## src/rtl/core/assert_macros.svh

```systemverilog
// Assertion macros shared by the pulse train gate RTL.
// Each macro expects signals named clk and rst_n in the including module.
`ifndef ASSERT_MACROS_SVH
`define ASSERT_MACROS_SVH

// Plain property, checked at every rising clock edge outside reset.
`define PTEG_ASSERT(label, prop, msg) \
    label: assert property (@(posedge clk) disable iff (!rst_n) prop) \
        else $error(msg);

// Same-cycle implication.
`define PTEG_ASSERT_IMP(label, ante, cons, msg) \
    `PTEG_ASSERT(label, (ante) |-> (cons), msg)

// Next-cycle implication.
`define PTEG_ASSERT_NEXT(label, ante, cons, msg) \
    `PTEG_ASSERT(label, (ante) |=> (cons), msg)

`endif

```

## src/rtl/core/pteg_pkg.sv

```systemverilog
// Package for the pulse train envelope gate: default widths, register reset values,
// register indexes, controller states and the command/status structs. No dependencies.
package pteg_pkg;

    // Default widths of the sample path and the frame counters.
    localparam int DEF_SAMPLE_BITS  = 24;
    localparam int DEF_COUNT_BITS   = 20;
    localparam int CFG_INDEX_BITS   = 3;
    localparam int PULSE_COUNT_BITS = 8;

    // Register values after reset.
    localparam int RST_START_OFFSET = 0;
    localparam int RST_PULSE_LEN    = 3840;
    localparam int RST_PAUSE_LEN    = 960;
    localparam int RST_FADE_LEN     = 480;
    localparam int RST_PULSE_COUNT  = 5;
    localparam int RST_TOTAL_FRAMES = 48000;

    // Configuration register indexes.
    typedef enum logic [CFG_INDEX_BITS-1:0] {
        REG_START_OFFSET = 3'd0,
        REG_PULSE_LEN    = 3'd1,
        REG_PAUSE_LEN    = 3'd2,
        REG_FADE_LEN     = 3'd3,
        REG_PULSE_COUNT  = 3'd4,
        REG_TOTAL_FRAMES = 3'd5
    } cfg_reg_t;

    // Controller states.
    typedef enum logic [3:0] {
        ST_IDLE,
        ST_CLASSIFY,
        ST_POS_DIV,
        ST_POS_EVAL,
        ST_FADE_IN,
        ST_FADE_OUT,
        ST_MUL,
        ST_GAIN_LOAD,
        ST_GAIN_DIV,
        ST_GAIN_STORE,
        ST_DONE
    } ctrl_state_t;

    // Commands from the controller to the datapath.
    typedef struct packed {
        logic accept;
        logic classify;
        logic div_step;
        logic eval;
        logic mul;
        logic sel_k2;
        logic gain_load;
        logic gain_store;
        logic out_load;
    } dp_cmd_t;

    // Status from the datapath to the controller.
    typedef struct packed {
        logic need_div;
        logic div_done;
        logic need_in;
        logic need_out;
        logic out_free;
    } dp_status_t;

endpackage

```

## src/rtl/core/pulse_train_envelope_gate_unit.sv

```systemverilog
// Pulse train envelope gate: one audio channel gated into faded pulses.
// Top level; instantiates pteg_ctrl and pteg_datapath, uses pteg_pkg.
//
// Usage:
//   Input beats (sample, restart) enter on in_valid/in_stall; a beat is taken at
//   an edge with in_valid high and in_stall low. restart marks frame zero.
//   Each input beat yields exactly one output beat (shaped_sample, gate_open)
//   on out_valid/out_stall; it is taken at an edge with out_valid high and
//   out_stall low.
//   Registers are written on cfg_valid/cfg_ready (cfg_ready is always high),
//   cfg_index 0..5 selects the register; other indexes are ignored. Write them
//   only while no beat is in flight.
//   Operation: a beat is worked on alone. Silent and pass-through frames skip the
//   divisions; other frames inside the buffer past the start go through the
//   bit-serial position division, then one bit-serial gain division for each
//   fade gain that applies.
//   A finished result waits in the output register while out_stall is high;
//   the next beat is still accepted and worked on, and held before handoff.
//   Reset clears the frame counter, empties the output and loads default registers.

module pulse_train_envelope_gate_unit
    import pteg_pkg::*;
#(
    parameter int SAMPLE_BITS = DEF_SAMPLE_BITS,
    parameter int COUNT_BITS  = DEF_COUNT_BITS
)
(
    input  logic                          clk,
    input  logic                          rst_n,
    input  logic                          cfg_valid,
    output logic                          cfg_ready,
    input  logic [CFG_INDEX_BITS-1:0]     cfg_index,
    input  logic [COUNT_BITS-1:0]         cfg_data,
    input  logic                          in_valid,
    output logic                          in_stall,
    input  logic signed [SAMPLE_BITS-1:0] sample,
    input  logic                          restart,
    output logic                          out_valid,
    input  logic                          out_stall,
    output logic signed [SAMPLE_BITS-1:0] shaped_sample,
    output logic                          gate_open
);

    dp_cmd_t    cmd;
    dp_status_t status;

    // Register writes are always taken.
    assign cfg_ready = 1'b1;

    // Sequencer.
    pteg_ctrl u_ctrl (
        .clk      (clk),
        .rst_n    (rst_n),
        .in_valid (in_valid),
        .in_stall (in_stall),
        .status   (status),
        .cmd      (cmd)
    );

    // Arithmetic and storage.
    pteg_datapath #(
        .SAMPLE_BITS (SAMPLE_BITS),
        .COUNT_BITS  (COUNT_BITS)
    ) u_datapath (
        .clk           (clk),
        .rst_n         (rst_n),
        .cfg_write     (cfg_valid && cfg_ready),
        .cfg_index     (cfg_index),
        .cfg_data      (cfg_data),
        .sample        (sample),
        .restart       (restart),
        .cmd           (cmd),
        .status        (status),
        .out_stall     (out_stall),
        .out_valid     (out_valid),
        .shaped_sample (shaped_sample),
        .gate_open     (gate_open)
    );

endmodule

```

## src/rtl/core/pteg_datapath.sv

```systemverilog
// Datapath of the pulse train gate: configuration registers, frame counter,
// shared restoring divider, gain multiplier and output register. Uses pteg_pkg.
`include "assert_macros.svh"

module pteg_datapath
    import pteg_pkg::*;
#(
    parameter int SAMPLE_BITS = DEF_SAMPLE_BITS,
    parameter int COUNT_BITS  = DEF_COUNT_BITS
)
(
    input  logic                          clk,
    input  logic                          rst_n,
    input  logic                          cfg_write,
    input  logic [CFG_INDEX_BITS-1:0]     cfg_index,
    input  logic [COUNT_BITS-1:0]         cfg_data,
    input  logic signed [SAMPLE_BITS-1:0] sample,
    input  logic                          restart,
    input  dp_cmd_t                       cmd,
    output dp_status_t                    status,
    input  logic                          out_stall,
    output logic                          out_valid,
    output logic signed [SAMPLE_BITS-1:0] shaped_sample,
    output logic                          gate_open
);

    localparam int SB = SAMPLE_BITS;
    localparam int CB = COUNT_BITS;
    localparam int DW = SB + CB;
    localparam int QW = (SB > CB) ? SB : CB;
    localparam int CW = $clog2(QW + 1);

    // Configuration registers.
    logic [CB-1:0]               start_reg;
    logic [CB-1:0]               pulse_reg;
    logic [CB-1:0]               pause_reg;
    logic [CB-1:0]               fade_reg;
    logic [PULSE_COUNT_BITS-1:0] count_reg;
    logic [CB-1:0]               total_reg;

    // Frame counter and per-beat working registers.
    logic [CB-1:0] frame_pos_reg;
    logic [CB-1:0] frame_pos_next;
    logic [CB-1:0] p_reg;
    logic [SB-1:0] samp_reg;
    logic [SB-1:0] cur_reg;
    logic          gate_reg;
    logic [CB-1:0] k_reg;
    logic [CB-1:0] k2_reg;
    logic          apply_in_reg;
    logic          apply_out_reg;
    logic [DW-1:0] prod_reg;
    logic          neg_reg;

    // Divider registers.
    logic [CB:0]   rem_reg;
    logic [DW-1:0] dvd_reg;
    logic [QW-1:0] quo_reg;
    logic [CW-1:0] cnt_reg;
    logic [CB:0]   divisor_reg;

    // Output register.
    logic [SB-1:0] shaped_reg;
    logic          gate_out_reg;
    logic          out_valid_reg;

    // Combinational terms.
    logic [CB-1:0] p_in;
    logic          in_buf;
    logic          fade_long;
    logic          before_start;
    logic [CB:0]   period;
    logic          need_div;
    logic [CB-1:0] frame_offset;
    logic [CB+1:0] trial;
    logic [CB+1:0] trial_diff;
    logic          trial_ge;
    logic [CB:0]   rem_step;
    logic [CB-1:0] idx;
    logic          idx_ok;
    logic [CB-1:0] phase_lo;
    logic [CB-1:0] start_pos;
    logic [CB:0]   end_sum;
    logic          clip;
    logic [CB:0]   end_pos;
    logic          open_gate;
    logic [CB:0]   k2_full;
    logic [CB-1:0] gain_k;
    logic [SB-1:0] mag;
    logic [DW-1:0] prod_full;
    logic [SB-1:0] quo_lo;
    logic [SB-1:0] gain_res;

    // Frame number of the incoming beat and the saturating advance.
    assign p_in           = restart ? '0 : frame_pos_reg;
    assign frame_pos_next = (p_in == {CB{1'b1}}) ? p_in : p_in + CB'(1);

    // Classification of the captured frame.
    assign in_buf       = p_reg < total_reg;
    assign fade_long    = {fade_reg, 1'b0} > {1'b0, pulse_reg};
    assign before_start = p_reg < start_reg;
    assign period       = {1'b0, pulse_reg} + {1'b0, pause_reg};
    assign need_div     = in_buf && !fade_long && !before_start && (period != '0);
    assign frame_offset = p_reg - start_reg;

    // One restoring division step: shift in the next dividend bit, subtract if it fits.
    assign trial      = {rem_reg, dvd_reg[DW-1]};
    assign trial_diff = trial - {1'b0, divisor_reg};
    assign trial_ge   = trial >= {1'b0, divisor_reg};
    assign rem_step   = trial_ge ? trial_diff[CB:0] : trial[CB:0];

    // Pulse evaluation from quotient (pulse number) and remainder (phase).
    assign idx       = quo_reg[CB-1:0];
    assign idx_ok    = idx < CB'(count_reg);
    assign phase_lo  = rem_reg[CB-1:0];
    assign start_pos = p_reg - phase_lo;
    assign end_sum   = {1'b0, start_pos} + {1'b0, pulse_reg};
    assign clip      = end_sum >= {1'b0, total_reg};
    assign end_pos   = clip ? ({1'b0, total_reg} - (CB+1)'(1)) : end_sum;
    assign open_gate = idx_ok && ({1'b0, p_reg} < end_pos);
    assign k2_full   = end_pos - {1'b0, p_reg};

    // Gain multiplier on the magnitude of the running result.
    assign gain_k    = cmd.sel_k2 ? k2_reg : k_reg;
    assign mag       = cur_reg[SB-1] ? (-cur_reg) : cur_reg;
    assign prod_full = DW'(mag) * DW'(gain_k);

    // Quotient of a gain division with the sign restored.
    assign quo_lo   = quo_reg[SB-1:0];
    assign gain_res = neg_reg ? (-quo_lo) : quo_lo;

    // Status toward the controller.
    assign status.need_div = need_div;
    assign status.div_done = (cnt_reg == '0);
    assign status.need_in  = gate_reg && apply_in_reg;
    assign status.need_out = gate_reg && apply_out_reg;
    assign status.out_free = !out_valid_reg || !out_stall;

    // Configuration registers; an index beyond the list is ignored.
    always_ff @(posedge clk or negedge rst_n)
    begin
        if (!rst_n)
        begin
            start_reg <= CB'(RST_START_OFFSET);
            pulse_reg <= CB'(RST_PULSE_LEN);
            pause_reg <= CB'(RST_PAUSE_LEN);
            fade_reg  <= CB'(RST_FADE_LEN);
            count_reg <= PULSE_COUNT_BITS'(RST_PULSE_COUNT);
            total_reg <= CB'(RST_TOTAL_FRAMES);
        end
        else if (cfg_write)
        begin
            case (cfg_reg_t'(cfg_index))
                REG_START_OFFSET: start_reg <= cfg_data;
                REG_PULSE_LEN:    pulse_reg <= cfg_data;
                REG_PAUSE_LEN:    pause_reg <= cfg_data;
                REG_FADE_LEN:     fade_reg  <= cfg_data;
                REG_PULSE_COUNT:  count_reg <= cfg_data[PULSE_COUNT_BITS-1:0];
                REG_TOTAL_FRAMES: total_reg <= cfg_data;
                default:          ;
            endcase
        end
    end

    // Frame counter, divider step counter and output valid.
    always_ff @(posedge clk or negedge rst_n)
    begin
        if (!rst_n)
        begin
            frame_pos_reg <= '0;
            cnt_reg       <= '0;
            out_valid_reg <= 1'b0;
        end
        else
        begin
            if (cmd.accept)
            begin
                frame_pos_reg <= frame_pos_next;
            end

            if (cmd.classify)
            begin
                cnt_reg <= CW'(CB);
            end
            else if (cmd.gain_load)
            begin
                cnt_reg <= CW'(SB);
            end
            else if (cmd.div_step && (cnt_reg != '0))
            begin
                cnt_reg <= cnt_reg - CW'(1);
            end

            if (cmd.out_load)
            begin
                out_valid_reg <= 1'b1;
            end
            else if (!out_stall)
            begin
                out_valid_reg <= 1'b0;
            end
        end
    end

    // Working registers of the current beat.
    always_ff @(posedge clk)
    begin
        if (cmd.accept)
        begin
            p_reg    <= p_in;
            samp_reg <= sample;
        end

        // Settle the silent, pass-through and before-start cases; load the position division.
        if (cmd.classify)
        begin
            gate_reg    <= in_buf && fade_long;
            cur_reg     <= (in_buf && fade_long) ? samp_reg : '0;
            rem_reg     <= '0;
            dvd_reg     <= {frame_offset, {SB{1'b0}}};
            divisor_reg <= period;
            quo_reg     <= '0;
        end

        if (cmd.eval)
        begin
            gate_reg      <= open_gate;
            cur_reg       <= open_gate ? samp_reg : '0;
            k_reg         <= phase_lo;
            k2_reg        <= k2_full[CB-1:0];
            apply_in_reg  <= phase_lo < fade_reg;
            apply_out_reg <= k2_full[CB-1:0] < fade_reg;
        end

        if (cmd.mul)
        begin
            prod_reg <= prod_full;
            neg_reg  <= cur_reg[SB-1];
        end

        // The high product bits are already below the divisor, so only SB steps remain.
        if (cmd.gain_load)
        begin
            rem_reg     <= {1'b0, prod_reg[DW-1:SB]};
            dvd_reg     <= {prod_reg[SB-1:0], {CB{1'b0}}};
            divisor_reg <= {1'b0, fade_reg};
            quo_reg     <= '0;
        end

        if (cmd.div_step && (cnt_reg != '0))
        begin
            rem_reg <= rem_step;
            dvd_reg <= {dvd_reg[DW-2:0], 1'b0};
            quo_reg <= {quo_reg[QW-2:0], trial_ge};
        end

        if (cmd.gain_store)
        begin
            cur_reg <= gain_res;
        end

        if (cmd.out_load)
        begin
            shaped_reg   <= cur_reg;
            gate_out_reg <= gate_reg;
        end
    end

    assign out_valid     = out_valid_reg;
    assign shaped_sample = shaped_reg;
    assign gate_open     = gate_out_reg;

    // Checks on the datapath.
    `PTEG_ASSERT_IMP(a_out_load_free, cmd.out_load, !out_valid_reg || !out_stall, "output overwritten")
    `PTEG_ASSERT_IMP(a_gain_fits, cmd.gain_store, quo_reg[SAMPLE_BITS-1] == 1'b0, "gain overflow")
    `PTEG_ASSERT_NEXT(a_load_busy, cmd.gain_load, cnt_reg != '0, "divider not started by load")

endmodule

```

## src/rtl/core/pteg_ctrl.sv

```systemverilog
// Controller of the pulse train gate: sequences classification, position division,
// the two fade gains and the output handoff. Uses pteg_pkg.
`include "assert_macros.svh"

module pteg_ctrl
    import pteg_pkg::*;
(
    input  logic       clk,
    input  logic       rst_n,
    input  logic       in_valid,
    output logic       in_stall,
    input  dp_status_t status,
    output dp_cmd_t    cmd
);

    ctrl_state_t state_reg;
    ctrl_state_t state_next;
    logic        second_reg;
    logic        second_next;

    // State register and gain selector.
    always_ff @(posedge clk or negedge rst_n)
    begin
        if (!rst_n)
        begin
            state_reg  <= ST_IDLE;
            second_reg <= 1'b0;
        end
        else
        begin
            state_reg  <= state_next;
            second_reg <= second_next;
        end
    end

    // Next state and commands.
    always_comb
    begin
        state_next  = state_reg;
        second_next = second_reg;
        cmd         = '0;
        cmd.sel_k2  = second_reg;
        in_stall    = 1'b1;

        case (state_reg)
            ST_IDLE:
            begin
                in_stall = 1'b0;
                if (in_valid)
                begin
                    cmd.accept = 1'b1;
                    state_next = ST_CLASSIFY;
                end
            end
            ST_CLASSIFY:
            begin
                cmd.classify = 1'b1;
                state_next   = status.need_div ? ST_POS_DIV : ST_DONE;
            end
            ST_POS_DIV:
            begin
                cmd.div_step = 1'b1;
                if (status.div_done)
                begin
                    state_next = ST_POS_EVAL;
                end
            end
            ST_POS_EVAL:
            begin
                cmd.eval   = 1'b1;
                state_next = ST_FADE_IN;
            end
            ST_FADE_IN:
            begin
                if (status.need_in)
                begin
                    second_next = 1'b0;
                    state_next  = ST_MUL;
                end
                else
                begin
                    state_next = ST_FADE_OUT;
                end
            end
            ST_FADE_OUT:
            begin
                if (status.need_out)
                begin
                    second_next = 1'b1;
                    state_next  = ST_MUL;
                end
                else
                begin
                    state_next = ST_DONE;
                end
            end
            ST_MUL:
            begin
                cmd.mul    = 1'b1;
                state_next = ST_GAIN_LOAD;
            end
            ST_GAIN_LOAD:
            begin
                cmd.gain_load = 1'b1;
                state_next    = ST_GAIN_DIV;
            end
            ST_GAIN_DIV:
            begin
                cmd.div_step = 1'b1;
                if (status.div_done)
                begin
                    state_next = ST_GAIN_STORE;
                end
            end
            ST_GAIN_STORE:
            begin
                cmd.gain_store = 1'b1;
                state_next     = second_reg ? ST_DONE : ST_FADE_OUT;
            end
            ST_DONE:
            begin
                if (status.out_free)
                begin
                    cmd.out_load = 1'b1;
                    state_next   = ST_IDLE;
                end
            end
            default:
            begin
                state_next = ST_IDLE;
            end
        endcase
    end

    // Checks on the sequencing.
    `PTEG_ASSERT_NEXT(a_accept_to_classify, in_valid && !in_stall, state_reg == ST_CLASSIFY, "accepted beat not classified")
    `PTEG_ASSERT_IMP(a_store_after_div, state_reg == ST_GAIN_STORE, status.div_done, "gain stored before division ended")
    `PTEG_ASSERT_IMP(a_busy_stalls, state_reg != ST_IDLE, in_stall, "input open while busy")

endmodule

```

## config.mk

```make
export PLATFORM = sky130hd
export DESIGN_NAME = pulse_train_envelope_gate_unit
export DESIGN_NICKNAME = d
export VERILOG_FILES = /design/src/rtl/core/pteg_pkg.sv /design/src/rtl/core/pulse_train_envelope_gate_unit.sv /design/src/rtl/core/pteg_datapath.sv /design/src/rtl/core/pteg_ctrl.sv
export VERILOG_INCLUDE_DIRS = /design/src /design/src/rtl/core
export SDC_FILE = /design/constraint.sdc
export NUM_CORES = 2
export LEC_CHECK = 0
export BUFFER_PORTS_ARGS = -buffer_cell sky130_fd_sc_hd__buf_2
export CORE_UTILIZATION = 66
export DETAILED_ROUTE_END_ITERATION = 12
export GPL_TIMING_DRIVEN = 1
export PLACE_DENSITY = 0.83
export RECOVER_POWER = 25
export REMOVE_ABC_BUFFERS = 1
export SYNTH_ARGS = -nofsm -noshare
export SYNTH_HDL_FRONTEND = slang
export SYNTH_SLANG_ARGS = --single-unit
```

## constraint.sdc

```tcl
create_clock -name clk -period 24.9 [get_ports clk]
set_clock_uncertainty 0.15 [all_clocks]
set_input_delay 4.98 -clock clk [delete_from_list [all_inputs] [get_ports clk]]
set_output_delay 4.98 -clock clk [all_outputs]
set_load 0.03 [all_outputs]
```

### Word-level counts from Yosys, hierarchy flattened

Cells that the tools add are included.

* bits in registers: 410
* logic and storage cells: 158
* input bits: 53
* output and inout bits: 28

* muxes and demuxes: 53
* add/sub/neg operators: 11
* eq/ne operators: 23
* reduce and logical (&&, ||, !) cells: 32
* multipliers: 1
* order comparisons: 9

Operator list (number)
* $mux 24: 10
* $mux 44: 3
* $mux 21: 5
* $mux 20: 5
* $lt 20x20->1: 4
* $sub 20x20->20: 3
* $neg 24->24: 2
* $mul 24x20->44: 1
* $pmux 4 s11: 1
* $add 20x20->21: 2
* $mux 4: 7
* $ge 22x21->1: 1
* $ge 21x20->1: 1
* $gt 21x20->1: 1
* $lt 20x21->1: 1
* $reduce_bool 21->1: 1
* $sub 20x1->21 const B: 1
* $sub 21x21->21: 1
* $add 20x1->20 const B: 1
* $eq 20x20->1 const B: 1
* $lt 20x8->1: 1
* $mux 1: 17
* $eq 4x3->1 const B: 4
* $mux 5: 3
* 24 further kinds: 52

### Longest topological paths before layout

* depth in word-level cells: 9
* gate-level depth with buffers: 49
* gate-level depth less buffers: 48

### Cells and area by module

Synthesis repeated with hierarchy kept, for this count alone.

* cell total of the unflattened synthesis: 4297
* area, all modules: 41280.8 µm²

By module, submodules not included
* pteg_datapath: instances 1, area an instance 40811.6 µm², cells each 4234, seq. area each 11507.3 µm²
* pteg_ctrl: instances 1, area an instance 457.9 µm², cells each 61, seq. area each 125.1 µm²
* pulse_train_envelope_gate_unit: instances 1, area an instance 11.3 µm², cells each 2, seq. area each 0.0 µm²

### Least setup slack after synthesis

Ideal clock, no wire load.

* path kind: flip-flop to flip-flop
* start: register u_datapath.rem_reg[1]
* end: register u_datapath.apply_out_reg, data pin
* required time: 24.570 ns
* setup time: 0.180 ns
* arrival time: 8.720 ns
* cell stages (with the launch flop): 44
* slack: 15.850 ns
* buffers on the path: 2
* cell sequence: edfxtp_1 > inv_1 > ha_1 > nor2b_1 > o21a_1 > o21ai_0 > a21oi_1 > a2111oi_1 > nor2_1 > xor2_1 > ha_1 > a211o_1 > o41ai_2 > o31ai_1 > or4_1 > a31oi_1 > xnor2_1 > ha_1 > [8 not listed] > a21oi_1 > ha_1 > fa_1 > nor2b_1 > o21ai_0 > a21boi_0 > o21ai_0 > a21oi_1 > a31oi_1 > a21oi_1 > a21o_1 > a21oi_1 > xnor2_1 > ha_1 > and3_1 > a22oi_1 > nand4_1 > a221oi_1

* cells in the longest elaborated chain, start to end: 6

Ends and longest elaborated chain
* start, declared: line pteg_datapath.sv:56 `logic [CB:0] rem_reg;`
* start signal, assigned: line pteg_datapath.sv:244 `rem_reg <= {1'b0, prod_reg[DW-1:SB]};`
* start signal, assigned: line pteg_datapath.sv:252 `rem_reg <= rem_step;`
* $sub 20x20->20 *: line pteg_datapath.sv:116 `assign start_pos = p_reg - phase_lo;`
* $add 20x20->21 *: line pteg_datapath.sv:117 `assign end_sum = {1'b0, start_pos} + {1'b0, pulse_reg};`
* $ge 21x20->1: line pteg_datapath.sv:118 `assign clip = end_sum >= {1'b0, total_reg};`
* $mux 21 *: line pteg_datapath.sv:119 `assign end_pos = clip ? ({1'b0, total_reg} - (CB+1)'(1)) : end_sum;`
* $sub 20x20->20 *: line pteg_datapath.sv:121 `assign k2_full = end_pos - {1'b0, p_reg};`
* net u_datapath.k2_full[14]: line pteg_datapath.sv:87 `logic [CB:0] k2_full;`
* $lt 20x20->1 *: line pteg_datapath.sv:232 `apply_out_reg <= k2_full[CB-1:0] < fade_reg;`
* end signal, assigned: line pteg_datapath.sv:232
* end, declared: line pteg_datapath.sv:51 `logic apply_out_reg;`

Mark *: on every way through the listed nets, which the timed path passes. The rest lies on a longest branch.
A chain may end at the register's enable or synchronous reset.

### Worst setup path in the final report

* start: register u_datapath.cur_reg[0]
* end: register u_datapath.prod_reg[41], data pin

* cells in the longest elaborated chain, start to end: 3

Ends and longest elaborated chain
* start, declared: line pteg_datapath.sv:46 `logic [SB-1:0] cur_reg;`
* start signal, assigned: line pteg_datapath.sv:218 `cur_reg <= (in_buf && fade_long) ? samp_reg : '0;`
* start signal, assigned: line pteg_datapath.sv:228 `cur_reg <= open_gate ? samp_reg : '0;`
* start signal, assigned: line pteg_datapath.sv:259 `cur_reg <= gain_res;`
* $neg 24->24: line pteg_datapath.sv:125 `assign mag = cur_reg[SB-1] ? (-cur_reg) : cur_reg;`
* $mux 24 *: line pteg_datapath.sv:125
* $mul 24x20->44 *: line pteg_datapath.sv:126 `assign prod_full = DW'(mag) * DW'(gain_k);`
* net u_datapath.prod_full[41]: line pteg_datapath.sv:90 `logic [DW-1:0] prod_full;`
* end signal, assigned: line pteg_datapath.sv:237 `prod_reg <= prod_full;`
* end, declared: line pteg_datapath.sv:52 `logic [DW-1:0] prod_reg;`

Marked as above.

==> flow_summary_export.csv <==
group,metric,value,unit
drt,drtIter0Drc,3321,
sta,fmax,93.08,MHz
global_routing,antenna_found_initial,6,
layout,multi_input_area,26460,um^2
clock_tree,cts.sinks,410,
clock_tree,h-tree-depth,2,
place,gp_congestion,0.9877,
synth,yosysSeqAreaShare,28.51,%
setup_path,reg2reg_setup_slack,14.16,ns
drt,vias,31790,
layout,area_delta_synth_final,6.984,%
layout,largest_reg_flops,44,
synth,netlist-cell-type-count,94,
floorplan,dieArea,62810,um^2
synth,synthesis.area,40800,um^2
sta,finalCritPeriodShare,43.15,%
drt,wl_per_cell,22.20,um
place,placed_cells,4983,
layout,regArea,11630,um^2
layout,drive_gt1_share,8.452,%
setup_path,crit_path_end_kind,"register",
clock_tree,cts_tree,"yes",
flow_run,timing.max_cap.violations,6,
global_routing,grt-ovfl-total,0,
synth,ys_seq_elements,410,
synth,ys.flop_type,"edfxtp_1",
clock_tree,cts_setup_buffers,0,
layout,fill_cells,4265,
global_routing,grt_max_degree,77,
synth,yosysWarningCount,0,
drt,drt_first_pass_iters,6,
clock_tree,cts_made_buffers,45,
floorplan,die_h,250.6,um
clock_tree,ctsLongestPathBuffers,3,
drt,drc,0,
drt,detail-route-antenna-nets,0,
drt,viasPerCell,6.273,
setup_path,crit_arrival,10.94,ns
global_routing,grt_use_total,36.42,%
floorplan,fp.dieW,250.6,um
setup_path,worstSetupPathType,"reg -> reg",
synth,async_flop_share,33.90,%
layout,finish.utilization,71.91,%
clock_tree,cts_resized,0,
drt,drt_wl_total,112500,um
floorplan,coreArea,60700,um^2
setup_path,crit_slowest_cell,"clkbuf_1",
setup_path,cp_common_cell,"fa_1",
floorplan,start_util,67.21,%
layout,final_cells,5068,
sta,slew_viol_final,305,
sta,setup_tns,0,ns
floorplan,io_pins,81,
setup_path,crit_required,25.10,ns
floorplan,rows,90,
place,place_hpwl,86640,um
synth,synth_edf_count,270,
setup_path,critPathMaxFanout,16,
clock_tree,cts.reportedPaths.clkPinSlew,0.06,ns
clock_tree,hold_buffers,0,
synth,avgSynthCellArea,9.699,um^2
place,port_buffers,79,
clock_tree,insertion_delay,0.60,ns
hold_path,hp-class,"reg -> reg",
setup_path,slowest_delay,1.02,ns
synth,postSynthCellCount,4206,
setup_path,startpoint_type,"register",
status,failed_checks,"capacitance limit, slew limit",
sta,relSlewSlack,-129.2,%
layout,nets,5100,
clock_tree,clockRootBuffer,"clkbuf_16",
sta,period_needed,10.74,ns
global_routing,grt_first_pass_wirelength,175100,um
sta,max_slew.worst_pin.slew,3.437,ns
global_routing,grt_pass1_vias,32020,
status,status,"finished, violations left",
sta,rsz0062_at_grt,"no",
sta,hold_viol,0,
sta,setup_violations,0,
## cell families after synthesis
kind of cell / share of synthesized area, %
AOI/OAI and AO/OA: 11.14
buffers and inverters: 6.913
other: 0.009192
xor gates and xnor gates: 4.916
DFF: 28.51
and+or+nand+nor: 13.53
muxes: 3.144
adders and majority gates: 31.83
## layer usage
layer	up-vias	routed length, um	GRT usage, %
met2	1715	52460	58.83
met3	368	11480	7.025
met5	-	0	0
li1	14160	-	-
met1	15550	42680	47.61
met4	0	5869	16.99
## final timing paths
kind,depth (start not counted),endpoint,startpoint
max,28,u_datapath.prod_reg[41]$_DFFE_PP_,u_datapath.cur_reg[0]$_DFFE_PP_
min,1,u_datapath.pause_reg[12]$_DFFE_PN0P_,u_datapath.pause_reg[12]$_DFFE_PN0P_
max reg2reg,28,u_datapath.prod_reg[41]$_DFFE_PP_,u_datapath.cur_reg[0]$_DFFE_PP_
min reg2reg,1,u_datapath.pause_reg[12]$_DFFE_PN0P_,u_datapath.pause_reg[12]$_DFFE_PN0P_
max in group asynchronous,2,u_datapath.start_reg[1]$_DFFE_PN0P_,rst_n
min in group asynchronous,1,u_datapath.frame_pos_reg[13]$_DFFE_PN0P_,rst_n
## stage by stage
| step | instance area [um^2] | setup WS (ns) | hold slack [ns] |
|---|---|---|---|
| 6_report | 43640 | 14.16 | 0.3730 |
| 3_5_place_dp | 42170 | 14.47 | 0.3524 |
| 4_1_cts | 43680 | 14.44 | 0.3668 |
| 3_3_place_gp | 42170 | 14.78 | 0.3408 |
| 2_1_floorplan | 40250 | 14.86 | 0.2962 |
| 5_1_grt | 43640 | 13.58 | 0.3843 |
## Yosys cell counts, drive strengths merged, types with 11 or more instances
cell | n | area, um^2
a211o | 12 | 105.1
o21ai | 172 | 864.6
dfstp | 21 | 551.8
inv | 607 | 2278
dfrtp | 118 | 2953
nor2 | 286 | 1076
o21bai | 22 | 165.2
or3 | 28 | 185.2
o311ai | 11 | 96.34
fa | 398 | 7968
o31ai | 23 | 177.7
xnor2 | 129 | 1130
mux2 | 97 | 1092
ha | 401 | 5017
a31oi | 18 | 112.6
clkbuf | 120 | 450.4
a21oi | 153 | 765.7
or4 | 13 | 101.4
nand2b | 33 | 206.5
and3 | 27 | 168.9
nor4 | 12 | 75.07
mux2i | 19 | 190.2
o21a | 41 | 307.8
o211ai | 20 | 150.1
o22ai | 28 | 181.4
buf | 17 | 91.34
nand2 | 547 | 2056
nand4 | 32 | 200.2
xor2 | 100 | 875.8
nor3 | 56 | 280.3
a21o | 81 | 608.1
nand3 | 47 | 235.2
a21boi | 11 | 82.58
a211oi | 12 | 95.09
and2 | 54 | 337.8
nor2b | 54 | 337.8
edfxtp | 270 | 8108
o41ai | 12 | 165.2
## cell type report
type	instances	area share [%]
Multi-Input combinational cell	3052	60.64
Sequential cell	410	26.65
Timing Repair Buffer	132	1.772
Inverter	607	5.220
Antenna cell	3	0.01720
Tap cell	782	2.242
Clock buffer	58	2.741
Clock inverter	24	0.7196
## worst max-delay path, delay by kind of cell, from the launching register on
kind,cells,cell delay [ns]
AOI/OAI and AO/OA,8,1.88
adders and majority gates,9,4.21
buffers and inverters,4,1.78
and+or+nand+nor,5,1.01
DFF,1,0.32
xor gates and xnor gates,2,1.11
## layout by cell type (no fill, tap or decap), types with 21 or more instances in the layout
master	netlist	routed
and3_1	27	26
o21bai_1	22	22
and2_1	54	39
o21a_1	41	41
edfxtp_1	270	270
buf_2	7	78
ha_1	401	401
fa_1	398	398
nor2b_1	54	54
o31ai_1	22	22
clkbuf_16	0	46
o21ai_0	165	165
nand4_1	32	32
buf_4	1	46
nand2b_1	33	33
nor2_1	285	284
dfstp_2	21	21
mux2_2	97	97
o22ai_1	27	27
nand3_1	47	46
xnor2_1	129	126
nor3_1	56	56
dfrtp_1	118	118
xor2_1	100	100
nand2_1	546	545
a21oi_1	153	151
inv_1	605	605
a21o_1	81	81
or3_1	26	26
Power is not shown: default switching activity piles up to over one toggle a cycle in this logic, so the estimate is an artifact.
